**config.mk**
```make
export PLATFORM = sky130hd
export DESIGN_NAME = half_weight_dot_product
export DESIGN_NICKNAME = d
export VERILOG_FILES = /design/src/hwdp_pkg.sv /design/src/hwdp_fmul.sv /design/src/hwdp_fadd.sv /design/src/half_weight_dot_product.sv
export SDC_FILE = /design/constraint.sdc
export NUM_CORES = 2
export LEC_CHECK = 0
export BUFFER_PORTS_ARGS = -buffer_cell sky130_fd_sc_hd__clkbuf_2
export CAP_MARGIN = 0
export CORE_MARGIN = 4
export CORE_UTILIZATION = 55
export DETAILED_ROUTE_END_ITERATION = 16
export HOLD_SLACK_MARGIN = 0.02
export PLACE_DENSITY = 0.76
export SYNTH_ARGS = -nofsm -noshare
export SYNTH_HDL_FRONTEND = slang
export SYNTH_SLANG_ARGS = --single-unit
```
**constraint.sdc**
```tcl
create_clock -name aclk -period 17.99 [get_ports aclk]
set_clock_uncertainty 0.15 [all_clocks]
set_input_delay 5.397 -clock aclk [delete_from_list [all_inputs] [get_ports aclk]]
set_output_delay 5.397 -clock aclk [all_outputs]
set_load 0.005 [all_outputs]
```
**src/hwdp_pkg.sv**
```systemverilog
// shared types, constants and helpers for the half weight dot product
`timescale 1ns / 1ps
`default_nettype none

package hwdp_pkg;

    // canonical quiet nan and binary32 field limits
    localparam logic [31:0] QNAN     = 32'h7FC0_0000;
    localparam logic [30:0] INF_MAG  = 31'h7F80_0000;
    localparam logic [7:0]  EXP_ONES = 8'hFF;

    // control that travels along with each word through the pipeline
    typedef struct packed {
        logic valid;
        logic last;
    } tag_t;

    // binary32 nan test
    function automatic logic is_nan(input logic [31:0] b);
        return (b[30:23] == EXP_ONES) && (b[22:0] != 23'd0);
    endfunction

    // binary32 infinity test
    function automatic logic is_inf(input logic [31:0] b);
        return (b[30:23] == EXP_ONES) && (b[22:0] == 23'd0);
    endfunction

endpackage

`default_nettype wire

```
**src/hwdp_fmul.sv**
```systemverilog
// widen the half weight and multiply it by the activation, three stages
`timescale 1ns / 1ps
`default_nettype none

module hwdp_fmul import hwdp_pkg::*; (
    input  wire logic        aclk,
    input  wire logic        aresetn,
    input  wire logic        en,
    input  wire tag_t        tag_in,
    input  wire logic [15:0] weight_half,
    input  wire logic [31:0] activation,
    output tag_t             tag_out,
    output logic [31:0]      product
);

    // exact half to single widening, subnormals normalized
    function automatic logic [31:0] widen_half(input logic [15:0] h);
        logic       s;
        logic [4:0] ex;
        logic [9:0] man;
        logic [7:0] e32;
        logic [9:0] m;
        logic [31:0] r;
        s   = h[15];
        ex  = h[14:10];
        man = h[9:0];
        e32 = 8'd0;
        m   = 10'd0;
        if (ex == 5'd0) begin
            if (man == 10'd0) begin
                r = {s, 31'd0};
            end else begin
                for (int i = 0; i < 10; i++) begin
                    if (man[i]) begin
                        e32 = 8'(103 + i);
                        m   = 10'(man << (10 - i));
                    end
                end
                r = {s, e32, m, 13'd0};
            end
        end else if (ex == 5'h1F) begin
            r = {s, EXP_ONES, man, 13'd0};
        end else begin
            r = {s, 8'({3'd0, ex} + 8'd112), man, 13'd0};
        end
        return r;
    endfunction

    // stage a: unpack and classify
    tag_t               a_tag_reg;
    logic               a_sign_reg;
    logic               a_spec_reg;
    logic [31:0]        a_specval_reg;
    logic [23:0]        a_ma_reg;
    logic [23:0]        a_mw_reg;
    logic signed [11:0] a_exp_reg;

    logic [31:0]        wb;
    logic               sgn;
    logic               spec;
    logic [31:0]        specval;
    logic [23:0]        ma;
    logic signed [11:0] ea;

    always_comb begin
        wb      = widen_half(weight_half);
        sgn     = wb[31] ^ activation[31];
        spec    = 1'b1;
        specval = {sgn, 31'd0};
        ma      = {1'b1, activation[22:0]};
        ea      = 12'(signed'({4'd0, activation[30:23]}));
        if (is_nan(wb) || is_nan(activation)) begin
            specval = QNAN;
        end else if (is_inf(wb) || is_inf(activation)) begin
            if (wb[30:0] == 31'd0 || activation[30:0] == 31'd0) begin
                specval = QNAN;
            end else begin
                specval = {sgn, INF_MAG};
            end
        end else if (wb[30:0] == 31'd0 || activation[30:0] == 31'd0) begin
            specval = {sgn, 31'd0};
        end else begin
            spec = 1'b0;
            // subnormal activation: bring the leading one to the hidden bit
            if (activation[30:23] == 8'd0) begin
                for (int i = 0; i < 23; i++) begin
                    if (activation[i]) begin
                        ma = 24'({1'b0, activation[22:0]} << (23 - i));
                        ea = 12'(i - 22);
                    end
                end
            end
        end
    end

    always_ff @(posedge aclk) begin
        if (!aresetn) begin
            a_tag_reg <= '0;
        end else if (en) begin
            a_tag_reg <= tag_in;
        end
    end

    always_ff @(posedge aclk) begin
        if (en) begin
            a_sign_reg    <= sgn;
            a_spec_reg    <= spec;
            a_specval_reg <= specval;
            a_ma_reg      <= ma;
            a_mw_reg      <= {1'b1, wb[22:0]};
            a_exp_reg     <= ea + 12'(signed'({4'd0, wb[30:23]})) - 12'sd127;
        end
    end

    // stage b: significand multiply
    tag_t               b_tag_reg;
    logic               b_sign_reg;
    logic               b_spec_reg;
    logic [31:0]        b_specval_reg;
    logic [47:0]        b_prod_reg;
    logic signed [11:0] b_exp_reg;

    always_ff @(posedge aclk) begin
        if (!aresetn) begin
            b_tag_reg <= '0;
        end else if (en) begin
            b_tag_reg <= a_tag_reg;
        end
    end

    always_ff @(posedge aclk) begin
        if (en) begin
            b_sign_reg    <= a_sign_reg;
            b_spec_reg    <= a_spec_reg;
            b_specval_reg <= a_specval_reg;
            b_prod_reg    <= a_ma_reg * a_mw_reg;
            b_exp_reg     <= a_exp_reg;
        end
    end

    // stage c: normalize, denormalize and round to nearest even
    tag_t        c_tag_reg;
    logic [31:0] c_prod_reg;

    logic [47:0]        pn;
    logic signed [11:0] ex;
    logic [5:0]         sh;
    logic [47:0]        q;
    logic               lost;
    logic [23:0]        mant;
    logic               g;
    logic               st;
    logic [7:0]         ef;
    logic [30:0]        mag;
    logic [31:0]        rounded;

    always_comb begin
        pn   = b_prod_reg;
        ex   = b_exp_reg;
        sh   = 6'd0;
        q    = 48'd0;
        lost = 1'b0;
        mant = 24'd0;
        g    = 1'b0;
        st   = 1'b0;
        ef   = 8'd0;
        mag  = 31'd0;
        if (b_prod_reg[47]) begin
            ex = b_exp_reg + 12'sd1;
        end else begin
            pn = b_prod_reg << 1;
        end
        if (ex >= 12'sd255) begin
            mag = INF_MAG;
        end else begin
            if (ex >= 12'sd1) begin
                mant = pn[47:24];
                g    = pn[23];
                st   = |pn[22:0];
                ef   = ex[7:0];
            end else begin
                sh   = (ex < -12'sd46) ? 6'd48 : 6'(12'sd1 - ex);
                q    = pn >> sh;
                lost = |(pn & ((48'd1 << sh) - 48'd1));
                mant = q[47:24];
                g    = q[23];
                st   = (|q[22:0]) | lost;
            end
            mag = {ef, mant[22:0]} + 31'(g & (st | mant[0]));
        end
        rounded = b_spec_reg ? b_specval_reg : {b_sign_reg, mag};
    end

    always_ff @(posedge aclk) begin
        if (!aresetn) begin
            c_tag_reg <= '0;
        end else if (en) begin
            c_tag_reg <= b_tag_reg;
        end
    end

    always_ff @(posedge aclk) begin
        if (en) begin
            c_prod_reg <= rounded;
        end
    end

    assign tag_out = c_tag_reg;
    assign product = c_prod_reg;

endmodule

`default_nettype wire

```
**src/hwdp_fadd.sv**
```systemverilog
// single precision adder with round to nearest even, purely combinational
`timescale 1ns / 1ps
`default_nettype none

module hwdp_fadd import hwdp_pkg::*; (
    input  wire logic [31:0] a,
    input  wire logic [31:0] b,
    output logic [31:0]      y
);

    logic [31:0] big;
    logic [31:0] sml;
    logic [7:0]  eb;
    logic [7:0]  es;
    logic [7:0]  d;
    logic [26:0] ax;
    logic [26:0] bx;
    logic [26:0] al;
    logic        lost;
    logic [27:0] s28;
    logic [8:0]  e;
    logic [4:0]  msb;
    logic [8:0]  lz;
    logic [8:0]  shl;
    logic [26:0] nrm;
    logic [7:0]  ef;
    logic [30:0] mag;

    always_comb begin
        big  = a;
        sml  = b;
        eb   = 8'd0;
        es   = 8'd0;
        d    = 8'd0;
        ax   = 27'd0;
        bx   = 27'd0;
        al   = 27'd0;
        lost = 1'b0;
        s28  = 28'd0;
        e    = 9'd0;
        msb  = 5'd0;
        lz   = 9'd0;
        shl  = 9'd0;
        nrm  = 27'd0;
        ef   = 8'd0;
        mag  = 31'd0;
        y    = 32'd0;
        // special operands first
        if (is_nan(a) || is_nan(b)) begin
            y = QNAN;
        end else if (is_inf(a) && is_inf(b) && (a[31] != b[31])) begin
            y = QNAN;
        end else if (is_inf(a)) begin
            y = a;
        end else if (is_inf(b)) begin
            y = b;
        end else if (a[30:0] == 31'd0 && b[30:0] == 31'd0) begin
            y = {a[31] & b[31], 31'd0};
        end else begin
            // larger magnitude on the big side
            if (a[30:0] < b[30:0]) begin
                big = b;
                sml = a;
            end
            eb = (big[30:23] == 8'd0) ? 8'd1 : big[30:23];
            es = (sml[30:23] == 8'd0) ? 8'd1 : sml[30:23];
            d  = eb - es;
            ax = {big[30:23] != 8'd0, big[22:0], 3'd0};
            bx = {sml[30:23] != 8'd0, sml[22:0], 3'd0};
            // align with guard, round and sticky
            if (d >= 8'd27) begin
                al   = 27'd0;
                lost = |bx;
            end else begin
                al   = bx >> d;
                lost = |(bx & ((27'd1 << d) - 27'd1));
            end
            al[0] = al[0] | lost;
            if (big[31] != sml[31]) begin
                s28 = {1'b0, ax} - {1'b0, al};
            end else begin
                s28 = {1'b0, ax} + {1'b0, al};
            end
            if (s28 == 28'd0) begin
                y = 32'd0;
            end else begin
                e = {1'b0, eb};
                if (s28[27]) begin
                    nrm = {s28[27:2], s28[1] | s28[0]};
                    e   = e + 9'd1;
                end else begin
                    // leading one search, shift limited by the exponent
                    for (int i = 0; i < 27; i++) begin
                        if (s28[i]) begin
                            msb = 5'(i);
                        end
                    end
                    lz  = 9'd26 - {4'd0, msb};
                    shl = (lz < e - 9'd1) ? lz : e - 9'd1;
                    nrm = s28[26:0] << shl;
                    e   = e - shl;
                end
                if (e >= 9'd255) begin
                    mag = INF_MAG;
                end else begin
                    ef  = nrm[26] ? e[7:0] : 8'd0;
                    mag = {ef, nrm[25:3]} + 31'(nrm[2] & (nrm[1] | nrm[0] | nrm[3]));
                end
                y = {big[31], mag};
            end
        end
    end

endmodule

`default_nettype wire

```
**src/half_weight_dot_product.sv**
```systemverilog
// top level: streaming half weight by single activation dot product
//
// s_ channel: one word per element, weight and activation in s_tdata,
// s_tlast marks the final element of a row. m_ channel: one word per row,
// the binary32 row sum in m_tdata, sent after the word that had s_tlast.
// The row sum passes the input register and the unpack, multiply and round
// stages, and is then held in the output register that drives m_tvalid.
// Throughput: one word per cycle while the pipeline is not stalled; the
// running sum is updated by a combinational adder loop, which sets that rate.
// Products are rounded to nearest even, then added in element order with
// a second rounding; nan results are the quiet nan 0x7FC00000.
// Reset: the pipeline empties, the running sum is positive zero and no
// result is pending.
// Stall: while a row sum waits in the output register and the next row
// end reaches the accumulate stage, the whole pipeline holds and s_tready
// drops; words without s_tlast keep flowing while a result waits.
`timescale 1ns / 1ps
`default_nettype none

module half_weight_dot_product import hwdp_pkg::*; (
    input  wire logic        aclk,
    input  wire logic        aresetn,
    input  wire logic        s_tvalid,
    output logic             s_tready,
    input  wire logic [47:0] s_tdata,   // weight_half[15:0], activation[47:16]
    input  wire logic        s_tlast,   // last_of_row
    output logic             m_tvalid,
    input  wire logic        m_tready,
    output logic [31:0]      m_tdata    // row_sum[31:0]
);

    tag_t        in_tag_reg;
    logic [15:0] in_w_reg;
    logic [31:0] in_a_reg;
    tag_t        p_tag;
    logic [31:0] p_bits;
    logic [31:0] sum_reg;
    logic [31:0] sum_next;
    logic        m_valid_reg;
    logic [31:0] m_data_reg;
    logic        en;
    logic        row_end;

    // pipeline advances unless a row end would overwrite a waiting result
    assign row_end  = p_tag.valid && p_tag.last;
    assign en       = !(row_end && m_valid_reg && !m_tready);
    assign s_tready = en;

    // input register
    always_ff @(posedge aclk) begin
        if (!aresetn) begin
            in_tag_reg <= '0;
        end else if (en) begin
            in_tag_reg <= '{valid: s_tvalid, last: s_tlast};
        end
    end

    always_ff @(posedge aclk) begin
        if (en) begin
            in_w_reg <= s_tdata[15:0];
            in_a_reg <= s_tdata[47:16];
        end
    end

    // widen and multiply
    hwdp_fmul u_fmul (
        .aclk        (aclk),
        .aresetn     (aresetn),
        .en          (en),
        .tag_in      (in_tag_reg),
        .weight_half (in_w_reg),
        .activation  (in_a_reg),
        .tag_out     (p_tag),
        .product     (p_bits)
    );

    // accumulate
    hwdp_fadd u_fadd (
        .a (sum_reg),
        .b (p_bits),
        .y (sum_next)
    );

    always_ff @(posedge aclk) begin
        if (!aresetn) begin
            sum_reg <= 32'd0;
        end else if (en && p_tag.valid) begin
            sum_reg <= p_tag.last ? 32'd0 : sum_next;
        end
    end

    // output register
    always_ff @(posedge aclk) begin
        if (!aresetn) begin
            m_valid_reg <= 1'b0;
        end else if (en && row_end) begin
            m_valid_reg <= 1'b1;
        end else if (m_tready) begin
            m_valid_reg <= 1'b0;
        end
    end

    always_ff @(posedge aclk) begin
        if (en && row_end) begin
            m_data_reg <= sum_next;
        end
    end

    assign m_tvalid = m_valid_reg;
    assign m_tdata  = m_data_reg;

    // a result only appears after a row end reached the accumulate stage
    assert property (@(posedge aclk) disable iff (!aresetn)
        $rose(m_tvalid) |-> $past(row_end))
        else $error("row sum without row end");

    // the input only stalls behind a waiting result
    assert property (@(posedge aclk) disable iff (!aresetn)
        !s_tready |-> (m_tvalid && !m_tready && row_end))
        else $error("input stalled without cause");

    // the running sum is cleared after each row end
    assert property (@(posedge aclk) disable iff (!aresetn)
        (en && row_end) |=> (sum_reg == 32'd0))
        else $error("running sum not cleared");

    // only the canonical nan is ever held
    assert property (@(posedge aclk) disable iff (!aresetn)
        is_nan(sum_reg) |-> (sum_reg == QNAN))
        else $error("non canonical nan in sum");

endmodule

`default_nettype wire
```
# Word level (Yosys, flattened, before mapping)
# Index checks and enable logic that the tools add are counted.
[word_totals]
ff_bits = 340
in_bits = 53
out_inout_bits = 34
[classes]
addsub = 16
n_mul = 1
n_lt_le_gt_ge = 7
eq_ne = 7
n_shift = 5
n_mux = 182
bitwise_logic = 14
reduce_logical = 51
[ops]
columns = ["cell", "n"]
rows = [
  ["2-to-1 mux 32 bit", 22],
  ["2-to-1 mux 23 bit", 28],
  ["2-to-1 mux 27 bit", 13],
  ["2-to-1 mux 12 bit", 28],
  ["2-to-1 mux 28 bit", 6],
  ["2-to-1 mux 31 bit", 5],
  ["logical NOT 31 bit", 4],
  ["2-to-1 mux 8 bit", 14],
  ["logical NOT 23 bit", 4],
  ["nonzero test 23 bit", 4],
  ["2-to-1 mux 10 bit", 9],
  ["2-to-1 mux 5 bit", 18],
  ["2-to-1 mux 9 bit", 8],
  ["adder 31 bit", 2],
  ["AND 1 x 31 -> 31 bit", 2],
  ["AND 48 bit", 1],
  ["multiplier 24 x 24 -> 48 bit", 1],
  ["2-to-1 mux 48 bit", 1],
  ["OR reduction 48 bit", 1],
  ["<< shifter 1 x 6 -> 48 bit, first input constant", 1],
  ["right shift 48 x 6 -> 47 bit", 1],
  ["subtractor 48 x 1 -> 48 bit, second input constant", 1],
  ["OR reduction 23 bit", 2],
  ["== test 8 bit, second input constant", 4],
  ["other kinds (50)", 103],
]

# Logic depth before layout (Yosys ltp)
[logic_depth]
word_depth = 84
depth_mapped = 92

# Hierarchy
# A second synthesis with hierarchy kept.
[hier_totals]
hier_cells = 4764
hier_area_um2 = 38947.4
[modules_own_cells]
columns = ["module", "instances", "cells_per_inst", "area_each_um2"]
rows = [
  ["hwdp_fmul", 1, 2638, 22658.0],
  ["hwdp_fadd", 1, 1957, 12734.7],
  ["half_weight_dot_product", 1, 169, 3554.7],
]

# Worst setup path before layout
# Ideal clock, no wire load.
[synth_timing]
path_type = "register to register"
from = "register u_fmul.c_prod_reg[16], in the netlist u_fmul.product[16]"
to = "register m_data_reg[25], in the netlist m_tdata[25] (data pin)"
setup_ns = 0.265
t_arrival_ns = 16.210
setup_slack_ns = 1.364
path_stages_with_launch = 88
n_path_buf = 11
synth_period_minus_slack_ns = 16.626
path_cell_list = "edfxtp_1 > inv_1 > ha_1 > a21oi_1 > o21ai_1 > a311oi_2 > nand2_1 > a21oi_2 > buf_4 > buf_4 > buf_1 > buf_1 > a21boi_0 > nand3_1 > and2_1 > clkbuf_1 > ha_1 > inv_1 > [52 not listed] > buf_6 > mux2i_1 > clkbuf_1 > xnor2_1 > nand2_1 > fa_1 > inv_1 > a21oi_1 > o21bai_1 > a21oi_1 > o21bai_1 > a21o_1 > a21oi_1 > xnor2_1 > a31oi_1 > nor3b_1 > nor2_1 > or3_1"
[synth_between]
elab_chain_cells = 83
[synth_rtl]
columns = ["item", "line", "source"]
rows = [
  ["start, declared", "hwdp_fmul.sv:143", "logic [31:0] c_prod_reg;"],
  ["start signal, assigned", "hwdp_fmul.sv:204", "c_prod_reg <= rounded;"],
  ["< comparator 31 bit", "hwdp_fadd.sv:61", "if (a[30:0] < b[30:0]) begin"],
  ["2-to-1 mux 32 bit", "hwdp_fadd.sv:61", ""],
  ["2-to-1 mux 32 bit", "hwdp_fadd.sv:57", "end else if (a[30:0] == 31'd0 && b[30:0] == 31'd0) begin"],
  ["2-to-1 mux 32 bit", "hwdp_fadd.sv:55", "end else if (is_inf(b)) begin"],
  ["2-to-1 mux 32 bit", "hwdp_fadd.sv:53", "end else if (is_inf(a)) begin"],
  ["2-to-1 mux 32 bit", "hwdp_fadd.sv:51", "end else if (is_inf(a) && is_inf(b) && (a[31] != b[31])) begin"],
  ["2-to-1 mux 32 bit", "hwdp_fadd.sv:49", "if (is_nan(a) || is_nan(b)) begin"],
  ["logical NOT 8 bit, on equally long branches", "hwdp_fadd.sv:65, hwdp_fadd.sv:66", ""],
  ["[68 not listed]", "n/a", ""],
  ["2-to-1 mux 31 bit", "hwdp_fadd.sv:103", "if (e >= 9'd255) begin"],
  ["2-to-1 mux 32 bit", "hwdp_fadd.sv:84", "if (s28 == 28'd0) begin"],
  ["2-to-1 mux 32 bit", "hwdp_fadd.sv:57", ""],
  ["2-to-1 mux 32 bit", "hwdp_fadd.sv:55", ""],
  ["2-to-1 mux 32 bit", "hwdp_fadd.sv:53", ""],
  ["2-to-1 mux 32 bit", "hwdp_fadd.sv:51", ""],
  ["2-to-1 mux 32 bit (*)", "hwdp_fadd.sv:49", ""],
  ["net sum_next[25]", "half_weight_dot_product.sv:38", "logic [31:0] sum_next;"],
  ["end signal, assigned", "half_weight_dot_product.sv:105", "m_data_reg <= sum_next;"],
  ["end, declared", "half_weight_dot_product.sv:40", "logic [31:0] m_data_reg;"],
]
# The timed path passes the listed nets; every way through them passes the cells marked *. The select of a mux whose other input is x is not followed.
# A chain may end at the register's enable or synchronous reset.

# Final worst setup path
[layout_timing]
from = "register u_fmul.c_prod_reg[22], in the netlist u_fmul.product[22]"
to = "register m_data_reg[28], in the netlist m_tdata[28] (data pin)"
# The elaborated chain is that of the path after synthesis.

==> impl_metrics.toml <==
[placed_design]
post-place-ws_ns = 0.501
dpl_cell_area_um2 = 39500
post-dp-hpwl_mm = 100
place.gp.congestion = 1.03
io_buffers = 86

[status]
status = "completed"

[detailed_routing]
vias = 35900
drc = 0
dr.pass1.iters = 6
via_per_inst = 6.37
routed_wl_mm = 128
initialDrtViolationCount = 3587
drt-wirelength-per-cell_um = 22.6
ant_nets = 0

[critical_path]
rr_worst_depth = 71
cp_slowest_cell = "or4b_1"
slowest_delay_ns = 0.71
crit_start = "u_fmul.product[22]$_DFFE_PN_"
rr_startpoint = "u_fmul.product[22]$_DFFE_PN_"
crit_path_end_kind = "flop"
critical_path_class = "reg -> reg"
crit_path_start_kind = "flop"
worstPathMaxFanout = 13
reg2reg_slack_ns = 0.99
worstReg2RegEnd = "m_tdata[28]$_DFFE_PP_"
arrival_ns = 17.21
required_ns = 18.20

[synthesis]
synth_cell_types = 116
synth_largest_area_cell = "edfxtp_1"
seq_area_frac_synth = 0.197
synth-edff-count = 214
synthTopCellsByCount = "nand2_1, nor2_1, inv_1"
netlist_area_um2 = 36800
syn_inst = 4600
synth_ff_type = "edfxtp_1"
async_flop_share = 0
synth.avg_cell_area_um2 = 7.99
netlist_top_cells_area = "edfxtp_1, fa_1, ha_1, nand2_1, a21oi_1"
synth_warnings = 0
synth_top_area_frac = 0.175
ys_ff_latch = 255
synth_most_common_cell = "nand2_1"

[floorplanning]
rows = 94
core_area_um2 = 66000
start_util = 0.557
design.portCount = 87
die_y_um = 266
dieArea_um2 = 71000
die_w_um = 266

[global_route]
grt_pass1_wl_mm = 198
top_usage_layer = "met2"
grt_max_degree = 83
grt.overflow.total = 0
antenna_found_initial = 0
grt_use_met3 = 0.0380
grtUsageTotal = 0.352
grt_pass1_vias = 34700
met1_usage = 0.425
grt_use_met2 = 0.599

[layout]
multiInputGateArea_um2 = 27100
synthToLayoutAreaGrowth_pct = 10.7
nets = 5308
fill_cells = 5855
drive_above_1_share = 0.118
largest_register_ffs = 35
finish.instance_area_um2 = 40700
fin_util = 0.617
sequential_cell_area_um2 = 7250

[clock_network]
cts_tree = "built"
clk_pin_slew_ns = 0.06
clock-sinks = 255
clockBufferDepth = 3
clock-root-buffer = "clkbuf_16"
cts.htree.levels = 1
cts-buffers-inserted = 31
clk_latency_ns = 0.61

[sta]
setup_viol = 0
fin_setup_tns_ns = 0
hold_viol = 0
period_share = 0.945
finalWorstPathRequiredPeriod_ns = 17.00
worst_slack_ns = 0.985
max_freq_mhz = 58.8
drv_slew = 0
maxSlewHeadroom = 0.162
worstMarginPinSlew_ns = 1.26

[worst_hold_path]
hp-start = "u_fmul.a_specval_reg[22]$_SDFFCE_PP1N_"
hold_path_end = "u_fmul.b_specval_reg[22]$_DFFE_PN_"
hold_depth = 0
hold_path_class = "reg -> reg"

[run]
max_cap_violations = 0
-- cells in the final DEF, fill, tap and decap left out, types with 47 or more instances in the layout --
cell type	instances
nor3_1	101
o21bai_1	47
ha_1	298
a21oi_1	371
buf_4	304
a211oi_1	55
inv_1	384
nand3_1	82
a21o_1	48
fa_1	202
o21ai_0	199
nand2_1	496
edfxtp_1	214
nor4_1	55
and2_1	208
xnor2_1	99
mux2i_1	152
clkbuf_2	86
nor2_1	447
-- critical path: cells and delay by family (launching register included) --
family | cells | cell delay (ns)
fa+ha+maj | 6 | 1.73
flops | 1 | 0.44
mux | 2 | 0.47
compound gates | 32 | 7.49
simple gates | 23 | 5.26
buf+inv | 8 | 1.25
-- through the flow --
| stage | hold slack [ns] | cells |
|---|---|---|
| finish | 0.268 | 5645 |
| global route | 0.277 | 5644 |
| CTS | 0.269 | 5639 |
| detailed placement | 0.256 | 5581 |
| global placement | 0.252 | 5581 |
| floorplan | 0.250 | 4603 |
-- per-layer routing --
layer / part of all wire / wire length, um
met1: 0.38 / 48200
met5: 0 / 0
met2: 0.48 / 60900
met4: 0.079 / 10100
met3: 0.067 / 8550
-- worst max path at each step --
| stage | to | slack, ns | cells after the start |
|---|---|---|---|
| 2_1_floorplan | m_tdata[25]$_DFFE_PP_ | 1.36 | 87 |
| 3_3_place_gp | sum_reg[20]$_SDFFE_PN0P_ | 0.64 | 79 |
| 3_5_place_dp | m_tdata[28]$_DFFE_PP_ | 0.50 | 77 |
| 4_1_cts | sum_reg[20]$_SDFFE_PN0P_ | 0.39 | 79 |
| 5_1_grt | m_tdata[26]$_DFFE_PP_ | -0.004 | 82 |
| 6_report | m_tdata[28]$_DFFE_PP_ | 0.99 | 71 |
-- cell type report --
| cell class | instances | share of cell area |
|---|---|---|
| flip-flops and latches | 255 | 0.178 |
| clock inverters | 19 | 0.00480 |
| repair buffers | 391 | 0.0671 |
| diodes | 1 | 0.0000615 |
| inverters | 393 | 0.0364 |
| multi-input cells | 3683 | 0.666 |
| well taps | 864 | 0.0266 |
| clock buffers | 39 | 0.0211 |
-- repair_timing --
action	in CTS	in global routing
resized for setup	0	30
buffers inserted	0	5
endpoints found under the setup margin	0	62
hold buffers	0	0
-- cell families (layout without fill, tap and decap cells) --
group | Yosys count | count (layout) | synth area share
adder cells (fa/ha/maj) | 500 | 500 | 0.211
other | 1 | 5 | 0.000102
buffers and inverters | 665 | 842 | 0.0701
multiplexers | 197 | 197 | 0.0577
flip-flops | 255 | 255 | 0.197
AO/OA/AOI/OAI | 1191 | 1191 | 0.215
AND/OR/NAND/NOR | 1653 | 1653 | 0.216
XOR/XNOR | 138 | 138 | 0.0329
Power is not shown: default switching activity piles up to over one toggle a cycle in this logic, so the estimate is an artifact.
